`config.mk`:
```
export PLATFORM = sky130hd
export DESIGN_NAME = pid_controller_trapezoid_antiwindup_top
export DESIGN_NICKNAME = d
export VERILOG_FILES = /design/src/sv/pid_pkg.sv /design/src/sv/pid_ser_mul.sv /design/src/sv/pid_controller_trapezoid_antiwindup_top.sv
export SDC_FILE = /design/constraint.sdc
export NUM_CORES = 2
export LEC_CHECK = 0
export BUFFER_PORTS_ARGS = -buffer_cell sky130_fd_sc_hd__buf_2
export CELL_PAD_IN_SITES_DETAIL_PLACEMENT = 2
export CELL_PAD_IN_SITES_GLOBAL_PLACEMENT = 2
export CORE_ASPECT_RATIO = 0.8
export CORE_MARGIN = 2
export CORE_UTILIZATION = 38
export DETAILED_ROUTE_END_ITERATION = 8
export GPL_ROUTABILITY_DRIVEN = 0
export PLACE_DENSITY_LB_ADDON = 0.1
export SYNTH_ARGS = -nofsm -noshare
export SYNTH_HDL_FRONTEND = slang
export SYNTH_SLANG_ARGS = --single-unit
```
`constraint.sdc`:
```
create_clock -name clk -period 14.31 [get_ports clk]
set_input_delay 1.431 -clock clk [delete_from_list [all_inputs] [get_ports clk]]
set_output_delay 1.431 -clock clk [all_outputs]
set_load 0.005 [all_outputs]
```
`src/sv/pid_pkg.sv`:
```
package pid_pkg;

  localparam int VALUE_W = 32;
  localparam int FRAC_W = 16;
  localparam int GAIN_W = 8 + FRAC_W;
  localparam int STEP_W = 16;
  localparam int MAG_W = VALUE_W + 1;
  localparam int MCAND_W = GAIN_W + STEP_W;
  localparam int PROD_W = MCAND_W + MAG_W;
  localparam int CNT_W = 6;
  localparam logic [CNT_W-1:0] MAG_STEPS = CNT_W'(MAG_W);

  localparam logic [2:0] REG_SET_POINT = 3'd0;
  localparam logic [2:0] REG_PROP_GAIN = 3'd1;
  localparam logic [2:0] REG_INT_GAIN = 3'd2;
  localparam logic [2:0] REG_DERIV_GAIN = 3'd3;
  localparam logic [2:0] REG_OUTPUT_MIN = 3'd4;
  localparam logic [2:0] REG_OUTPUT_MAX = 3'd5;
  localparam logic [2:0] REG_FIXED_STEP = 3'd6;
  localparam logic [2:0] REG_REVERSE = 3'd7;

  localparam logic [1:0] CLAMP_NONE = 2'd0;
  localparam logic [1:0] CLAMP_MAX = 2'd1;
  localparam logic [1:0] CLAMP_MIN = 2'd2;

  localparam logic signed [VALUE_W-1:0] VMAX = {1'b0, {(VALUE_W-1){1'b1}}};
  localparam logic signed [VALUE_W-1:0] VMIN = {1'b1, {(VALUE_W-1){1'b0}}};

  typedef struct packed {
    logic start;
    logic neg;
    logic half;
  } mul_ctrl_t;

  function automatic logic signed [VALUE_W-1:0] sat_val(input logic signed [VALUE_W+2:0] x);
    logic signed [VALUE_W+2:0] hi;
    logic signed [VALUE_W+2:0] lo;
    hi = {3'b000, VMAX};
    lo = {3'b111, VMIN};
    if (x > hi) sat_val = VMAX;
    else if (x < lo) sat_val = VMIN;
    else sat_val = x[VALUE_W-1:0];
  endfunction

endpackage

```
`src/sv/pid_ser_mul.sv`:
```
module pid_ser_mul (
  input  logic                                clk,
  input  logic                                rst,
  input  pid_pkg::mul_ctrl_t                  ctrl,
  input  logic [pid_pkg::MCAND_W-1:0]         mcand,
  input  logic [pid_pkg::MAG_W-1:0]           mplier,
  output logic                                done,
  output logic signed [pid_pkg::VALUE_W-1:0]  result
);
  import pid_pkg::*;

  logic [PROD_W-1:0] acc;
  logic [MCAND_W-1:0] mcand_r;
  logic [CNT_W-1:0] cnt;
  logic busy;
  logic neg_r;
  logic half_r;
  logic [MCAND_W:0] sum;
  logic [PROD_W-FRAC_W-1:0] rr;
  logic over;
  logic [VALUE_W-1:0] mag;

  // one multiplier bit per cycle, lsb first, product shifts in from the top
  assign sum = {1'b0, acc[PROD_W-1:MAG_W]} + (acc[0] ? {1'b0, mcand_r} : '0);

  always_ff @(posedge clk) begin
    if (rst) begin
      busy <= 1'b0;
      done <= 1'b0;
      cnt <= '0;
    end else begin
      done <= 1'b0;
      if (ctrl.start) begin
        acc <= {{MCAND_W{1'b0}}, mplier};
        mcand_r <= mcand;
        neg_r <= ctrl.neg;
        half_r <= ctrl.half;
        cnt <= '0;
        busy <= 1'b1;
      end else if (busy) begin
        acc <= {sum, acc[MAG_W-1:1]};
        cnt <= cnt + 1'b1;
        if (cnt == MAG_STEPS - 1'b1) begin
          busy <= 1'b0;
          done <= 1'b1;
        end
      end
    end
  end

  always_comb begin
    rr = half_r ? {1'b0, acc[PROD_W-1:FRAC_W+1]} : acc[PROD_W-1:FRAC_W];
    over = (|rr[PROD_W-FRAC_W-1:VALUE_W]) || (rr[VALUE_W-1] && (|rr[VALUE_W-2:0]));
    mag = over ? VMIN : rr[VALUE_W-1:0];
    if (neg_r) result = -mag;
    else if (mag[VALUE_W-1]) result = VMAX;
    else result = mag;
  end

  a_start_busy: assert property (@(posedge clk) disable iff (rst) ctrl.start |=> busy)
    else $error("multiplier did not start");
  a_no_restart: assert property (@(posedge clk) disable iff (rst) busy |-> !ctrl.start)
    else $error("multiplier restarted while busy");
  a_done_end: assert property (@(posedge clk) disable iff (rst) done |-> !busy)
    else $error("multiplier done while busy");

endmodule

```
`src/sv/pid_controller_trapezoid_antiwindup_top.sv`:
```
// PID controller, derivative on measurement, trapezoidal integral and back-calculation
// anti-windup, signed Q16.16 values and unsigned Q8.16 gains. A word with sample_due clear
// goes straight to S_DONE and returns the last drive; a due word runs the steps below.
// One bit-serial shift-add multiplier does P, I and D in turn, and a bit-serial restoring
// divider forms the measurement rate alongside the P product. S_SUM_I then adds to the
// integral, S_SUM_O sums the output, S_CLAMP clamps it and back-calculates the integral,
// and S_DONE loads the output register. One word is in work at a time. A finished result
// waits in S_DONE until the output register is free, and the block takes no new word
// until that result has been loaded into the output register.
module pid_controller_trapezoid_antiwindup_top (
  input  logic                                clk,
  input  logic                                rst,
  input  logic                                cfg_we,
  input  logic [2:0]                          cfg_index,
  input  logic [pid_pkg::VALUE_W-1:0]         cfg_data,
  input  logic                                in_valid,
  output logic                                in_ready,
  input  logic signed [pid_pkg::VALUE_W-1:0]  measurement,
  input  logic [pid_pkg::STEP_W-1:0]          elapsed_ms,
  input  logic                                sample_due,
  output logic                                out_valid,
  input  logic                                out_ready,
  output logic signed [pid_pkg::VALUE_W-1:0]  drive,
  output logic                                updated,
  output logic [1:0]                          clamp_state
);
  import pid_pkg::*;

  typedef enum logic [3:0] {
    S_IDLE, S_PSTART, S_MUL_P, S_MUL_I, S_MUL_D, S_SUM_I, S_SUM_O, S_CLAMP, S_DONE
  } state_t;

  state_t state;

  logic signed [VALUE_W-1:0] set_point, output_min, output_max;
  logic [GAIN_W-1:0] prop_gain, int_gain, deriv_gain;
  logic [STEP_W-1:0] fixed_step;
  logic reverse_acting;

  logic signed [VALUE_W-1:0] integ, prev_meas, prev_err, prev_drive;
  logic signed [VALUE_W-1:0] err_r, meas_r, p_r, i_r, d_r, o_r;
  logic signed [MAG_W-1:0] esum_r, diff_r;
  logic [STEP_W-1:0] dt_r;
  logic [MCAND_W-1:0] kidt_r;

  logic signed [VALUE_W-1:0] res_drive;
  logic res_upd;
  logic [1:0] res_cs;

  logic [STEP_W-1:0] drem;
  logic [MAG_W-1:0] dq;
  logic [CNT_W-1:0] dcnt;
  logic dbusy;
  logic [STEP_W:0] dtry;
  logic dfit;

  logic signed [MAG_W-1:0] err_w, diff_w, esum_w;
  logic signed [VALUE_W-1:0] err_sat;
  logic [STEP_W-1:0] dt_w;

  mul_ctrl_t mctrl;
  logic [MCAND_W-1:0] mcand;
  logic [MAG_W-1:0] mplier;
  logic mdone;
  logic signed [VALUE_W-1:0] mres;

  logic signed [VALUE_W+2:0] ext_o, ext_i;
  logic over_max, under_min;

  function automatic logic [MAG_W-1:0] mag_of(input logic signed [MAG_W-1:0] x);
    mag_of = x[MAG_W-1] ? MAG_W'(-x) : MAG_W'(x);
  endfunction

  function automatic logic signed [VALUE_W+2:0] ext3(input logic signed [VALUE_W-1:0] x);
    ext3 = {{3{x[VALUE_W-1]}}, x};
  endfunction

  assign in_ready = (state == S_IDLE);

  always_comb begin
    err_w = {set_point[VALUE_W-1], set_point} - {measurement[VALUE_W-1], measurement};
    diff_w = {prev_meas[VALUE_W-1], prev_meas} - {measurement[VALUE_W-1], measurement};
    if (err_w[MAG_W-1] != err_w[MAG_W-2]) err_sat = err_w[MAG_W-1] ? VMIN : VMAX;
    else err_sat = err_w[VALUE_W-1:0];
    esum_w = {prev_err[VALUE_W-1], prev_err} + {err_sat[VALUE_W-1], err_sat};
    dt_w = (fixed_step != '0) ? fixed_step : elapsed_ms;
    if (dt_w == '0) dt_w = STEP_W'(1);
  end

  // shared multiplier: a finished P or I product starts the next one
  always_comb begin
    mctrl.start = (state == S_PSTART) || ((state == S_MUL_P || state == S_MUL_I) && mdone);
    mctrl.neg = 1'b0;
    mctrl.half = 1'b0;
    mcand = '0;
    mplier = '0;
    case (state)
      S_PSTART: begin
        mcand = {{STEP_W{1'b0}}, prop_gain};
        mplier = mag_of({err_r[VALUE_W-1], err_r});
        mctrl.neg = err_r[VALUE_W-1] ^ reverse_acting;
      end
      S_MUL_P: begin
        mcand = kidt_r;
        mplier = mag_of(esum_r);
        mctrl.neg = esum_r[MAG_W-1] ^ reverse_acting;
        mctrl.half = 1'b1;
      end
      S_MUL_I: begin
        mcand = {{STEP_W{1'b0}}, deriv_gain};
        mplier = dq;
        mctrl.neg = diff_r[MAG_W-1] ^ reverse_acting;
      end
      default: ;
    endcase
  end

  pid_ser_mul u_mul (
    .clk    (clk),
    .rst    (rst),
    .ctrl   (mctrl),
    .mcand  (mcand),
    .mplier (mplier),
    .done   (mdone),
    .result (mres)
  );

  assign dtry = {drem, dq[MAG_W-1]};
  assign dfit = dtry >= {1'b0, dt_r};

  always_comb begin
    ext_i = ext3(integ);
    ext_o = ext3(p_r) + ext3(integ) + ext3(d_r);
    over_max = o_r > output_max;
    under_min = o_r < output_min;
  end

  always_ff @(posedge clk) begin
    if (rst) begin
      state <= S_IDLE;
      out_valid <= 1'b0;
      dbusy <= 1'b0;
      dcnt <= '0;
      set_point <= '0;
      prop_gain <= '0;
      int_gain <= '0;
      deriv_gain <= '0;
      output_min <= VMIN;
      output_max <= VMAX;
      fixed_step <= '0;
      reverse_acting <= 1'b0;
      integ <= '0;
      prev_meas <= '0;
      prev_err <= '0;
      prev_drive <= '0;
    end else begin
      if (out_valid && out_ready && state != S_DONE) out_valid <= 1'b0;

      if (cfg_we) begin
        case (cfg_index)
          REG_SET_POINT: set_point <= cfg_data;
          REG_PROP_GAIN: prop_gain <= cfg_data[GAIN_W-1:0];
          REG_INT_GAIN: int_gain <= cfg_data[GAIN_W-1:0];
          REG_DERIV_GAIN: deriv_gain <= cfg_data[GAIN_W-1:0];
          REG_OUTPUT_MIN: begin
            output_min <= cfg_data;
            if (integ < $signed(cfg_data)) integ <= cfg_data;
            else if (integ > output_max) integ <= output_max;
          end
          REG_OUTPUT_MAX: begin
            output_max <= cfg_data;
            if (integ < output_min) integ <= output_min;
            else if (integ > $signed(cfg_data)) integ <= cfg_data;
          end
          REG_FIXED_STEP: fixed_step <= cfg_data[STEP_W-1:0];
          REG_REVERSE: reverse_acting <= cfg_data[0];
          default: ;
        endcase
      end

      // restoring divider, one quotient bit per cycle
      if (state == S_PSTART) begin
        dq <= mag_of(diff_r);
        drem <= '0;
        dcnt <= '0;
        dbusy <= 1'b1;
      end else if (dbusy) begin
        drem <= dfit ? STEP_W'(dtry - {1'b0, dt_r}) : dtry[STEP_W-1:0];
        dq <= {dq[MAG_W-2:0], dfit};
        dcnt <= dcnt + 1'b1;
        if (dcnt == MAG_STEPS - 1'b1) dbusy <= 1'b0;
      end

      case (state)
        S_IDLE: begin
          if (in_valid) begin
            if (sample_due) begin
              meas_r <= measurement;
              err_r <= err_sat;
              esum_r <= esum_w;
              diff_r <= diff_w;
              dt_r <= dt_w;
              kidt_r <= int_gain * dt_w;
              state <= S_PSTART;
            end else begin
              res_drive <= prev_drive;
              res_upd <= 1'b0;
              res_cs <= CLAMP_NONE;
              state <= S_DONE;
            end
          end
        end
        S_PSTART: state <= S_MUL_P;
        S_MUL_P: begin
          if (mdone) begin
            p_r <= mres;
            state <= S_MUL_I;
          end
        end
        S_MUL_I: begin
          if (mdone) begin
            i_r <= mres;
            state <= S_MUL_D;
          end
        end
        S_MUL_D: begin
          if (mdone) begin
            d_r <= mres;
            state <= S_SUM_I;
          end
        end
        S_SUM_I: begin
          integ <= sat_val(ext_i + ext3(i_r));
          state <= S_SUM_O;
        end
        S_SUM_O: begin
          o_r <= sat_val(ext_o);
          state <= S_CLAMP;
        end
        S_CLAMP: begin
          if (over_max) begin
            integ <= sat_val(ext_i - (ext3(o_r) - ext3(output_max)));
            res_drive <= output_max;
            prev_drive <= output_max;
            res_cs <= CLAMP_MAX;
          end else if (under_min) begin
            integ <= sat_val(ext_i + (ext3(output_min) - ext3(o_r)));
            res_drive <= output_min;
            prev_drive <= output_min;
            res_cs <= CLAMP_MIN;
          end else begin
            res_drive <= o_r;
            prev_drive <= o_r;
            res_cs <= CLAMP_NONE;
          end
          res_upd <= 1'b1;
          prev_meas <= meas_r;
          prev_err <= err_r;
          state <= S_DONE;
        end
        S_DONE: begin
          if (!out_valid || out_ready) begin
            drive <= res_drive;
            updated <= res_upd;
            clamp_state <= res_cs;
            out_valid <= 1'b1;
            state <= S_IDLE;
          end
        end
        default: state <= S_IDLE;
      endcase
    end
  end

  a_div_ready: assert property (@(posedge clk) disable iff (rst)
      (state == S_MUL_I && mdone) |-> !dbusy)
    else $error("rate quotient not ready for derivative product");
  a_hold_cs: assert property (@(posedge clk) disable iff (rst)
      (out_valid && !updated) |-> (clamp_state == CLAMP_NONE))
    else $error("repeated drive flagged as clamped");
  a_cs_code: assert property (@(posedge clk) disable iff (rst)
      out_valid |-> (clamp_state == CLAMP_NONE || clamp_state == CLAMP_MAX
                     || clamp_state == CLAMP_MIN))
    else $error("bad clamp code");
  a_max_drive: assert property (@(posedge clk) disable iff (rst)
      (out_valid && updated && clamp_state == CLAMP_MAX) |-> (drive == output_max))
    else $error("clamped drive differs from limit");

endmodule
```
# --- Yosys cells after proc, flatten, opt, wreduce, memory -nomap -nowiden ---
# Cells that the tools add are included.
word_totals:
  out_inout_bits: 37
  wordCells: 214
  ff_bits: 881
  in_bits: 89
classes:
  addsub: 18
  n_mux: 68
  order_cmp: 15
  n_reduce_logical: 40
  eq_ne: 25
  multipliers: 1
  bitwise: 5
op_table:
  columns: ["op", "count"]
  rows:
  - ["$mux W32", 22]
  - ["$mux W33", 6]
  - ["$pmux W32 S2", 3]
  - ["$sub A32 B32 Y33", 4]
  - ["$pmux W40 S3", 1]
  - ["$gt A34 B32 Y1 const B", 3]
  - ["$lt A34 B32 Y1 const B", 3]
  - ["$add A32 B32 Y33", 3]
  - ["$pmux W33 S3", 1]
  - ["$gt A32 B32 Y1", 3]
  - ["$lt A32 B32 Y1", 3]
  - ["$mux W73", 1]
  - ["$neg A33 Y33", 2]
  - ["$mux W16", 4]
  - ["$mux W57", 1]
  - ["$add A40 B41 Y41", 1]
  - ["$mul A24 B16 Y40", 1]
  - ["$mux W40", 1]
  - ["$pmux W4 S9", 1]
  - ["$add A32 B33 Y34", 1]
  - ["$add A33 B32 Y34", 1]
  - ["$sub A32 B33 Y34", 1]
  - ["$gt A33 B32 Y1 const B", 1]
  - ["$lt A33 B32 Y1 const B", 1]
  - ["other kinds (42)", 103]

# --- Longest topological paths before layout ---
depth:
  ltp_word: 8
  ltp_mapped: 33
  depth_no_buf: 32

# --- Cells and area by module ---
# From an unflattened synthesis, not the netlist that was laid out.
hier_totals:
  hier_cells: 7863
  hier_area_um2: 71330.9
modules_own_cells:
  columns: ["module", "seq_area_each_um2", "area_per_inst_um2", "instances", "cells_each"]
  rows:
  - ["pid_controller_trapezoid_antiwindup_top", 19508.7, 62561.3, 1, 6957]
  - ["pid_ser_mul", 3613.5, 8769.7, 1, 906]

# --- Worst setup path after synthesis ---
# OpenSTA, ideal clock, no wires.
synth_path:
  kind: "input to register"
  from: "input rst"
  to: "register diff_r[0] (enable)"
  path_buffers: 2
  setup_ns: 0.959
  cell_stages: 3
  slack_ns: -1.039
  t_arrival_ns: 14.390
  required_ns: 13.351
  cell_sequence: "clkbuf_1 > clkbuf_1 > nor3_1"
synth_via:
  elab_chain_len: 2
synth_lines:
  columns: ["item", "line_no", "source"]
  rows:
  - ["from (decl)", "pid_controller_trapezoid_antiwindup_top.sv:12", "input logic rst,"]
  - ["$not A1 Y1 (no source line)", null, null]
  - ["$reduce_and A4 Y1 (no source line)", null, null]
  - ["to (signal assigned)", "pid_controller_trapezoid_antiwindup_top.sv:201", "diff_r <= diff_w;"]
  - ["to (decl)", "pid_controller_trapezoid_antiwindup_top.sv:42", "logic signed [MAG_W-1:0] esum_r, diff_r;"]
# Every way passes these cells.
# A chain may end at the register's enable or synchronous reset.

# --- Worst setup path in the final report ---
layout_path:
  from: "register fixed_step[2]"
  to: "register kidt_r[38] (data pin)"
layout_via:
  elab_chain_len: 5
layout_lines:
  columns: ["item", "line_no", "source"]
  rows:
  - ["from (decl)", "pid_controller_trapezoid_antiwindup_top.sv:37", "logic [STEP_W-1:0] fixed_step;"]
  - ["from (signal assigned)", "pid_controller_trapezoid_antiwindup_top.sv:175", "REG_FIXED_STEP: fixed_step <= cfg_data[STEP_W-1:0];"]
  - ["$reduce_bool A16 Y1", "pid_controller_trapezoid_antiwindup_top.sv:86", "dt_w = (fixed_step != '0) ? fixed_step : elapsed_ms;"]
  - ["$mux W16 *", "pid_controller_trapezoid_antiwindup_top.sv:86", null]
  - ["$logic_not A16 Y1", "pid_controller_trapezoid_antiwindup_top.sv:87", "if (dt_w == '0) dt_w = STEP_W'(1);"]
  - ["$mux W16 *", "pid_controller_trapezoid_antiwindup_top.sv:87", null]
  - ["$mul A24 B16 Y40 *", "pid_controller_trapezoid_antiwindup_top.sv:203", "kidt_r <= int_gain * dt_w;"]
  - ["to (signal assigned)", "pid_controller_trapezoid_antiwindup_top.sv:203", null]
  - ["to (decl)", "pid_controller_trapezoid_antiwindup_top.sv:44", "logic [MCAND_W-1:0] kidt_r;"]
# Mark *: on every way between the ends. The rest lies on a longest branch, timed or not.

==> run metrics <==
CTS tree built; arrival time at the worst endpoint 10.15 ns; CTS buffer count 106; DRC viols 0; Layout area overhead 10.38%; final hold violation count 0; Post-synth EDFFs 548; reg2reg start fixed_step[2]$_SDFFE_PP0P_; IO Count 126; kind of critical path reg2reg; cell mode on critical path fa_1; GR Overflow Total 0; vias in the first global route 64.69k; CTS Sinks 881; Mapped Area 0.07057 mm2; post-CTS sizing 0; post-synthesis compound-gate area fraction 17.27%; routed len/inst 28.09 um; largest family of logic cells by synthesized area adder cells; maximum fanout along the worst path 26; root buffer cell clkbuf_16; clk_skew 0.04582 ns; RSZ-0062 raised after global routing no; Die W 485.8 um; Post-Layout Inst Area 0.07790 mm2; Post-CTS Setup Bufs 0; async set-reset flop share out of synthesis 0%; clock latency on the worst-skew pair 0.75 ns; Post-synth top cells 1,063 x nand2_1, 779 x inv_1, 674 x a21oi_1; fmax 103.6 MHz; count leader, synth nand2_1; Final period util 67.46%; Yosys top cell by area edfxtp_1; clock-pin slew on the worst setup and hold paths 0.07 ns; Synth Warn # 0; final worst path period need 9.653 ns; # port buffers 125; final setup TNS 0 ns; LEAKAGE 33.57 nW; hold crit path type reg2reg; final WL 289,700 um; post-synth top area share 23.32%; maximum capacitance violations 0; first-pass GRT wire length 429,700 um; outcome complete, no violations; xor and xnor area share after synthesis 4.542%; antenna violations before repair 28; Die H 389.5 um; #FFs+latches synth 881; hold path start res_drive[23]$_DFFE_PP_; Final ANT Viol Nets 0; final-report setup violation count 0; Mapped Cells 7,779; fraction of the mapped netlist area in simple logic gates 15.18%; Synth area leaders edfxtp_1 23%, fa_1 12%, ha_1 10%; Initial Utilization 38.24%; Yosys cell types 87; CP endpoint kind register; vias per cell 5.865; Cell Rows 141; Final nets 8,842; Slew HR 4.689%; cts hold-fix bufs 0; via count 60.48k; mux cell area share after synthesis 2.464%; largest net degree at the start of global routing 158; drt first-iter violations 4,453; fill cell count 19.98k; DPL Wire Length 221,100 um; slowest cell on the critical path nor4_1; Worst Path Required 14.81 ns; crit-path max cell delay 1.11 ns; fraction of the mapped netlist area in adder cells 21.58%; ys flop type edfxtp_1; Clock Path Buffers 3; Avg Inst Size Synth 9.072 um2; crit path from fixed_step[2]$_SDFFE_PP0P_; Mapped Nets 8,840; fraction of layout cells with a size suffix above 1 7.251%; CTS H-tree lvls 3; pwr dens 108.4 mW/mm2; CP startpoint kind register; die area 0.1892 mm2; register area share after synthesis 32.76%; Final Max Slew Viols 0; drt first pass iters 6; core footprint 0.1845 mm2; worst slew pin tran 1.430 ns; Placed Instance Area 0.07406 mm2; Final Util 42.21%; Total GRT Usage 30.18%; VDD IR max 0.09333 mV
-- cells by family (layout without fill, tap and decap cells) --
group / count (synthesis) / in the layout
other cells: 0 / 7
xor+xnor: 366 / 366
buf+inv: 1148 / 1244
fa+ha+maj: 972 / 972
flops: 881 / 881
simple gates: 2302 / 2302
mux: 170 / 170
compound gates: 1940 / 1940
-- final timing paths --
kind                               end  slack (ns)  cells past startpoint
setup / recovery  kidt_r[38]$_DFFE_PP_        4.66                     28
hold / removal     drive[23]$_DFFE_PP_        0.40                      0
setup reg to reg  kidt_r[38]$_DFFE_PP_        4.66                     28
hold reg to reg    drive[23]$_DFFE_PP_        0.40                      0
-- registers in the layout (all words and copies together), names as in the netlist, 32 cells and up --
signal	cells
dq	33
integ	32
err_r	32
d_r	32
output_min	32
prev_err	32
output_max	32
u_mul.mcand_r	40
res_drive	32
meas_r	32
i_r	32
drive	32
kidt_r	40
prev_meas	32
u_mul.acc	73
set_point	32
esum_r	33
p_r	32
prev_drive	32
diff_r	33
o_r	32
-- cell usage in the layout (no fill, tap or decap), drive strengths merged, types with 24 or more instances in the layout --
cell type     n
o21ai       390
a21oi       674
nor2        375
a221oi       25
and3         59
o21a         53
nand3        83
o31ai        39
a211oi      105
nor4         38
o31a         24
inv         784
nand2      1063
or2          31
mux2i       140
a22oi        28
ha          563
a21o        207
or3          46
o22ai        29
a31oi        47
o211ai       74
fa          409
mux2         30
clkinv       39
o21bai       45
clkbuf      132
nand2b       54
dfxtp       333
xnor2       192
xor2        174
nand4        73
and2        253
nor3        105
edfxtp      548
nor2b        57
buf         261
-- power by group --
group | switching, mW | internal (mW)
logic | 1.51 | 0.725
clock network | 1.24 | 1.77
registers | 0.190 | 3.01
-- layout make-up --
type                       count  area [um2]  area share (%)
multi-input combinational   5750       43290           55.57
sequential                   881       23120           29.68
tap                         2431        3042           3.905
inverter                     781        2932           3.763
clock buffer                 132        2894           3.715
timing repair buffer         261        1682           2.159
clock inverter                70       922.1           1.184
antenna                        7       17.52         0.02249
-- layer usage --
layer / track usage [%] / share of wire, %
met5: 0 / 0.023
met4: 7.035 / 2.4
met3: 3.779 / 5.7
met2: 48.54 / 45
met1: 43.13 / 47
-- worst max-delay path, delay by kind of cell (launching register included) --
family	cells	cell delay [ns]
and+or+nand+nor	4	2.31
adders and majority gates	7	3.50
DFF	1	0.34
AOI/OAI and AO/OA	10	2.48
buffers and inverters	6	0.68
xor gates and xnor gates	1	0.10
-- per-stage QoR --
step	worst slack, ns	hold slack (ns)	cells	power (mW)
CTS	4.907	0.4019	10306	8.487
finish	4.657	0.3962	10313	8.444
floorplan	4.690	0.4003	7779	4.621
global placement	4.846	0.4047	10104	5.360
detailed placement	4.674	0.4051	10104	5.457
global route	4.300	0.4129	10308	8.816
(Power assumes the default switching activity.)
